### src/hw/rtl/utf8d_pkg.sv
`default_nettype none
// ----------------------------------------------------------------------------
// UTF-8 decoder package
// Status codes, byte ranges and scalar limits shared by the decoder.
// ----------------------------------------------------------------------------
package utf8d_pkg;

  localparam int unsigned ScalarWidth = 21;
  localparam int unsigned StatusWidth = 3;

  typedef logic [ScalarWidth-1:0] scalar_t;
  typedef logic [StatusWidth-1:0] status_t;

  localparam status_t ST_OK       = 3'd0;
  localparam status_t ST_BAD_BYTE = 3'd1;
  localparam status_t ST_TRUNC    = 3'd2;
  localparam status_t ST_INVALID  = 3'd3;
  localparam status_t ST_ENDED    = 3'd4;

  localparam logic [7:0] ASCII_MAX = 8'h7F;
  localparam logic [7:0] LEAD2_LO  = 8'hC2;
  localparam logic [7:0] LEAD2_HI  = 8'hDF;
  localparam logic [7:0] LEAD3_LO  = 8'hE0;
  localparam logic [7:0] LEAD3_HI  = 8'hEF;
  localparam logic [7:0] LEAD4_LO  = 8'hF0;
  localparam logic [7:0] LEAD4_HI  = 8'hF4;
  localparam logic [7:0] CONT_MASK = 8'hC0;
  localparam logic [7:0] CONT_TAG  = 8'h80;

  localparam scalar_t MIN2       = 21'h000080;
  localparam scalar_t MIN3       = 21'h000800;
  localparam scalar_t MIN4       = 21'h010000;
  localparam scalar_t SCALAR_MAX = 21'h10FFFF;
  localparam scalar_t SURR_LO    = 21'h00D800;
  localparam scalar_t SURR_HI    = 21'h00DFFF;

  // Length classes of an open sequence.
  localparam logic [1:0] CLS_NONE = 2'd0;
  localparam logic [1:0] CLS_TWO  = 2'd1;
  localparam logic [1:0] CLS_THREE = 2'd2;
  localparam logic [1:0] CLS_FOUR = 2'd3;

endpackage : utf8d_pkg
`default_nettype wire

### src/hw/rtl/utf8_stream_decoder_unit.sv
`default_nettype none
// ----------------------------------------------------------------------------
// UTF-8 stream decoder unit
// Decodes a byte stream into Unicode scalars, reporting malformed input.
// ----------------------------------------------------------------------------
// Throughput: one word per cycle while in_stall is low; the decode is a single
// pass of logic from the input port into the result register.
// A two-entry output (result register and skid register) lets the input
// keep flowing while a result is held; in_stall rises only when both are full.
// Reset is synchronous and returns the decoder to the start of a new text.
module utf8_stream_decoder_unit
  import utf8d_pkg::*;
(
  input  wire logic                   clk,
  input  wire logic                   rst,
  input  wire logic                   in_valid,
  output logic                        in_stall,
  input  wire logic [7:0]             byte_value,
  input  wire logic                   final_byte,
  output logic                        out_valid,
  input  wire logic                   out_stall,
  output logic [ScalarWidth-1:0]      scalar_value,
  output logic [StatusWidth-1:0]      status,
  output logic                        text_done
);

  logic [1:0] bytes_pending, bytes_pending_next;
  scalar_t    partial_value, partial_value_next;
  logic [1:0] length_class, length_class_next;
  logic       bad_continuation_seen, bad_continuation_seen_next;
  logic       aborted, aborted_next;

  logic       res_valid;
  scalar_t    res_value;
  status_t    res_status;

  logic       skid_valid;
  scalar_t    skid_value;
  status_t    skid_status;
  logic       skid_done;

  logic       accept;
  logic       take;

  scalar_t    shifted;
  logic       bad_cont;
  logic [1:0] pending_dec;
  scalar_t    minimum;

  assign in_stall = skid_valid;
  assign accept   = in_valid && !skid_valid;
  assign take     = out_valid && !out_stall;

  always_comb begin
    shifted     = {partial_value[ScalarWidth-7:0], byte_value[5:0]};
    bad_cont    = bad_continuation_seen || ((byte_value & CONT_MASK) != CONT_TAG);
    pending_dec = bytes_pending - 2'd1;
    unique case (length_class)
      CLS_TWO:   minimum = MIN2;
      CLS_THREE: minimum = MIN3;
      default:   minimum = MIN4;
    endcase

    res_valid                  = 1'b0;
    res_value                  = '0;
    res_status                 = ST_OK;
    bytes_pending_next         = bytes_pending;
    partial_value_next         = partial_value;
    length_class_next          = length_class;
    bad_continuation_seen_next = bad_continuation_seen;
    aborted_next               = aborted;

    if (aborted) begin
      if (final_byte) begin
        res_valid  = 1'b1;
        res_status = ST_ENDED;
      end
    end else if (bytes_pending == 2'd0) begin
      priority if (byte_value <= ASCII_MAX) begin
        res_valid  = 1'b1;
        res_value  = {{(ScalarWidth-8){1'b0}}, byte_value};
      end else if (byte_value >= LEAD2_LO && byte_value <= LEAD2_HI) begin
        length_class_next  = CLS_TWO;
        partial_value_next = {{(ScalarWidth-5){1'b0}}, byte_value[4:0]};
        bytes_pending_next = 2'd1;
      end else if (byte_value >= LEAD3_LO && byte_value <= LEAD3_HI) begin
        length_class_next  = CLS_THREE;
        partial_value_next = {{(ScalarWidth-4){1'b0}}, byte_value[3:0]};
        bytes_pending_next = 2'd2;
      end else if (byte_value >= LEAD4_LO && byte_value <= LEAD4_HI) begin
        length_class_next  = CLS_FOUR;
        partial_value_next = {{(ScalarWidth-3){1'b0}}, byte_value[2:0]};
        bytes_pending_next = 2'd3;
      end else begin
        res_valid  = 1'b1;
        res_status = ST_BAD_BYTE;
      end
      bad_continuation_seen_next = 1'b0;
      if (!res_valid && final_byte) begin
        res_valid  = 1'b1;
        res_status = ST_TRUNC;
      end
    end else begin
      bad_continuation_seen_next = bad_cont;
      partial_value_next         = shifted;
      bytes_pending_next         = pending_dec;
      if (pending_dec != 2'd0) begin
        if (final_byte) begin
          res_valid  = 1'b1;
          res_status = ST_TRUNC;
        end
      end else begin
        res_valid = 1'b1;
        priority if (bad_cont) begin
          res_status = ST_BAD_BYTE;
        end else if (shifted < minimum || shifted > SCALAR_MAX ||
                     (shifted >= SURR_LO && shifted <= SURR_HI)) begin
          res_status = ST_INVALID;
        end else begin
          res_value = shifted;
        end
      end
    end

    if (res_valid) begin
      bytes_pending_next         = 2'd0;
      partial_value_next         = '0;
      length_class_next          = CLS_NONE;
      bad_continuation_seen_next = 1'b0;
      aborted_next               = !final_byte && (res_status != ST_OK);
    end
  end

  always_ff @(posedge clk) begin
    if (rst) begin
      bytes_pending         <= 2'd0;
      partial_value         <= '0;
      length_class          <= CLS_NONE;
      bad_continuation_seen <= 1'b0;
      aborted               <= 1'b0;
    end else if (accept) begin
      bytes_pending         <= bytes_pending_next;
      partial_value         <= partial_value_next;
      length_class          <= length_class_next;
      bad_continuation_seen <= bad_continuation_seen_next;
      aborted               <= aborted_next;
    end
  end

  always_ff @(posedge clk) begin
    if (rst) begin
      out_valid  <= 1'b0;
      skid_valid <= 1'b0;
    end else if (take) begin
      if (skid_valid) begin
        out_valid    <= 1'b1;
        scalar_value <= skid_value;
        status       <= skid_status;
        text_done    <= skid_done;
        skid_valid   <= 1'b0;
      end else if (accept && res_valid) begin
        out_valid    <= 1'b1;
        scalar_value <= res_value;
        status       <= res_status;
        text_done    <= final_byte;
      end else begin
        out_valid <= 1'b0;
      end
    end else if (accept && res_valid) begin
      if (out_valid) begin
        skid_valid  <= 1'b1;
        skid_value  <= res_value;
        skid_status <= res_status;
        skid_done   <= final_byte;
      end else begin
        out_valid    <= 1'b1;
        scalar_value <= res_value;
        status       <= res_status;
        text_done    <= final_byte;
      end
    end
  end

  a_skid_behind_out: assert property (@(posedge clk) disable iff (rst)
    skid_valid |-> out_valid)
    else $error("Skid register holds a result while the output register is empty.");

  a_error_zero_value: assert property (@(posedge clk) disable iff (rst)
    (out_valid && status != ST_OK) |-> scalar_value == '0)
    else $error("A failed result carries a non-zero scalar.");

  a_ok_in_range: assert property (@(posedge clk) disable iff (rst)
    (out_valid && status == ST_OK) |->
      (scalar_value <= SCALAR_MAX && !(scalar_value >= SURR_LO && scalar_value <= SURR_HI)))
    else $error("A scalar reported as good lies outside the Unicode range.");

  a_final_clears: assert property (@(posedge clk) disable iff (rst)
    (accept && final_byte) |=> (bytes_pending == 2'd0 && !aborted))
    else $error("Decoder state survives the final word of a text.");

  a_skid_fill_only_when_held: assert property (@(posedge clk) disable iff (rst)
    (!skid_valid && !$past(rst)) ##1 skid_valid |-> $past(out_valid && out_stall))
    else $error("Skid register filled while the output was free.");

endmodule : utf8_stream_decoder_unit
`default_nettype wire
### config.mk
export PLATFORM = sky130hd
export DESIGN_NAME = utf8_stream_decoder_unit
export DESIGN_NICKNAME = d
export VERILOG_FILES = /design/src/hw/rtl/utf8d_pkg.sv /design/src/hw/rtl/utf8_stream_decoder_unit.sv
export SDC_FILE = /design/constraint.sdc
export NUM_CORES = 1
export LEC_CHECK = 0
export BUFFER_PORTS_ARGS = -buffer_cell sky130_fd_sc_hd__buf_2
export CORE_AREA = 2 2 79 81
export DETAILED_ROUTE_END_ITERATION = 16
export DIE_AREA = 0 0 81 83
export GPL_ROUTABILITY_DRIVEN = 0
export HOLD_SLACK_MARGIN = 0.05
export PLACE_DENSITY = 0.76
export SETUP_SLACK_MARGIN = 0.05
export SYNTH_ARGS = -nofsm -noshare
export SYNTH_HDL_FRONTEND = slang
export SYNTH_SLANG_ARGS = --single-unit
### constraint.sdc
create_clock -name clk -period 5.25 [get_ports clk]
set_input_delay 1.3125 -clock clk [delete_from_list [all_inputs] [get_ports clk]]
set_output_delay 1.3125 -clock clk [all_outputs]
set_load 0.02 [all_outputs]
==> results.ini <==
[status]
outcome=finished clean

[global_routing]
antenna_found_initial=0
grt_max_degree=27
grt.total_usage_pct=21.3
grt_pass1_wl_um=10900
grt_pass1_vias=2202
gr-total-overflow=0

[logic_synthesis]
yosys-top-cells-count=edfxtp_1 (50), nor2_1 (32), dfxtp_1 (23)
ys_seq_area_share_pct=60.4
synth-async-reset-ratio_pct=0
synth_area_per_cell_um2=11.9
yosys_warnings=0
post-synth-top-count-cell=edfxtp_1
yosysUniqueCellTypes=52
synth-main-ff-cell=edfxtp_1
synth_edf_count=50
yosys-top-cells-area=edfxtp_1 (46%), dfxtp_1 (14%), mux2_2 (5.2%)
ys_ff_latch=73
syn_area_um2=3250
synth_top_area_share_pct=46.2
synthCells=274
syn-num-nets=291
synth_top_cell_by_area=edfxtp_1

[sta]
worst_clock_skew_ns=0.0109
worst_pin_slew_ns=1.04
rsz0062_at_grt=no
timing.final.crit_share_pct=60.1
setup_violations=0
hold_viol_final=0
fin_tns_setup_ns=0
slew_violations=0
relSlewSlack_pct=30.4
fin_crit_ns=3.15
fmax_ghz=0.317

[final_layout]
diodes=0
nets=330
drive_above_1_share_pct=29.2
syn2layout_area_growth_pct=14.7
instances_no_fill=393
num-fill-cells=459

[drt]
wl_per_cell_um=16.9
drc=0
via_per_inst=5.96
vias=2344
routed_wl_um=6620
drt_first_iter_violations=263
ant_nets=0
drt_first_pass_iters=5

[critical_path]
worst-path-buf-inv=2
crit_fanout=23
cp-end-kind=flop
path_cells=buf_2 > or4_1 > o2111ai_1 > o31ai_1 > nor3_2 > buf_4
critPathTopFamily=simple AND/OR/NAND/NOR gates
slowest_delay_ns=0.57
required_ns=5.26
worst_ep_arrival_time_ns=3.17
crit_path_end=skid_value[13]
reg2reg_slack_ns=2.53
crit_path_start_kind=primary input
critPathLaunch=byte_value[2]
worstSetupPathType=primary input to flop
r2r.worst_path.cells=7
crit_path_top_delay_cell=or4_1
worstReg2RegEnd=scalar_value[8]
r2r_start=length_class[1]
path_depth=6

[clocking]
cts_hold_buf=0
ctsResizeCount=0
ctsRootBufferMaster=clkbuf_8
clk_pin_slew_ns=0.07
clockBufferDepth=2
cts_setup_buffers=0
cts_tree=done
numCtsBuffers=9
worst_skew_pair.late_latency_ns=0.35
clock_sinks=73
htreeDepth=3

[hold_path]
hold_path.class=flop to flop
holdPathStages=2

[die]
die_area_um2=6720
dieHeight_um=83
die_w_um=81
coreArea_um2=5820
start_util_pct=55.9
num_rows=28
io_pins=40

[power]
ir_worst_vdd_v=0.000156
p_leak_nw=1.46
p_per_area_nw_per_um2=315

[placed_design]
dpl.hpwl_um=4590
post-place-cells=377
port_buffers=39

[job]
maxCapViolCount=0

==> registers in the layout, indices dropped and copies added (netlist names) <==
register and count:
aborted 1, bad_continuation_seen 1, bytes_pending 2, in_stall 1, length_class 2, out_valid 1, partial_value 15, scalar_value 21
skid_done 1, skid_status 3, skid_value 21, status 3, text_done 1
==> power by group <==
group          internal (mW)  switching, mW  total [mW]
Sequential             0.629        0.00732       0.636
Combinational         0.0309         0.0637      0.0945
Clock                  0.224          0.219       0.443
==> worst register-to-register path: cells and delay by family, from the launching register on <==
family	cells	cell delay, ns
multiplexers	1	0.26
AO/OA/AOI/OAI	1	0.22
flip-flops	1	0.32
buffers and inverters	1	0.08
adder cells (fa/ha/maj)	1	0.16
AND/OR/NAND/NOR	3	1.44
==> through the flow <==
step	utilization [%]	total power [mW]	setup WS, ns	instance area, um^2	hold WS (ns)
after floorplan	-	0.708	0.556	3250	0.432
after global placement	60.6	0.740	1.80	3530	0.442
after detailed placement	60.6	0.743	1.75	3530	0.470
after CTS	64.1	1.18	2.09	3730	0.481
after global routing	64.1	1.21	1.97	3730	0.509
final	64.1	1.17	2.10	3730	0.480
==> worst min path at each step <==
stage / slack [ns] / startpoint / end
after floorplan: 0.43 / bad_continuation_seen / bad_continuation_seen
after global placement: 0.44 / bad_continuation_seen / bad_continuation_seen
after detailed placement: 0.47 / length_class[0] / length_class[0]
after CTS: 0.48 / length_class[0] / length_class[0]
after global routing: 0.51 / bad_continuation_seen / bad_continuation_seen
final: 0.48 / length_class[0] / length_class[0]
==> logic make-up after synthesis <==
kind of cell | Yosys count | synth area share, %
AO/OA/AOI/OAI | 61 | 13.5
adder cells (fa/ha/maj) | 4 | 1.54
buffers and inverters | 27 | 3.39
flip-flops | 73 | 60.4
multiplexers | 16 | 5.66
AND/OR/NAND/NOR | 93 | 15.6
==> layer usage <==
layer	track usage, %	vias to the layer above	part of all wire [%]
li1	-	1107	-
met1	30.0	1130	44
met2	30.7	92	47
met3	4.46	15	6.4
met4	11.7	0	2.1
met5	0	-	0
==> placed cells by master, fill, tap and decap left out, drive strengths merged, types with 3 or more instances in the layout <==
master	n
and2	7
o31ai	3
clkbuf	9
ha	4
a22oi	10
or4	3
inv	14
nand3	4
and3	11
a21oi	8
a22o	4
nand2	12
clkinv	4
o211ai	3
buf	43
o21a	7
nor3	10
edfxtp	50
o21ai	11
dfxtp	23
mux2	16
nor2	33
==> final cells by class <==
type | instances | area [um^2] | share of cell area [%]
flip-flops and latches | 73 | 1960 | 52.6
multi-input cells | 174 | 1200 | 32.2
repair buffers | 43 | 225 | 6.04
clock buffers | 9 | 124 | 3.32
well taps | 75 | 93.8 | 2.52
clock inverters | 7 | 78.8 | 2.11
inverters | 12 | 45.0 | 1.21
No activity file was read; power rests on OpenSTA's default activity.
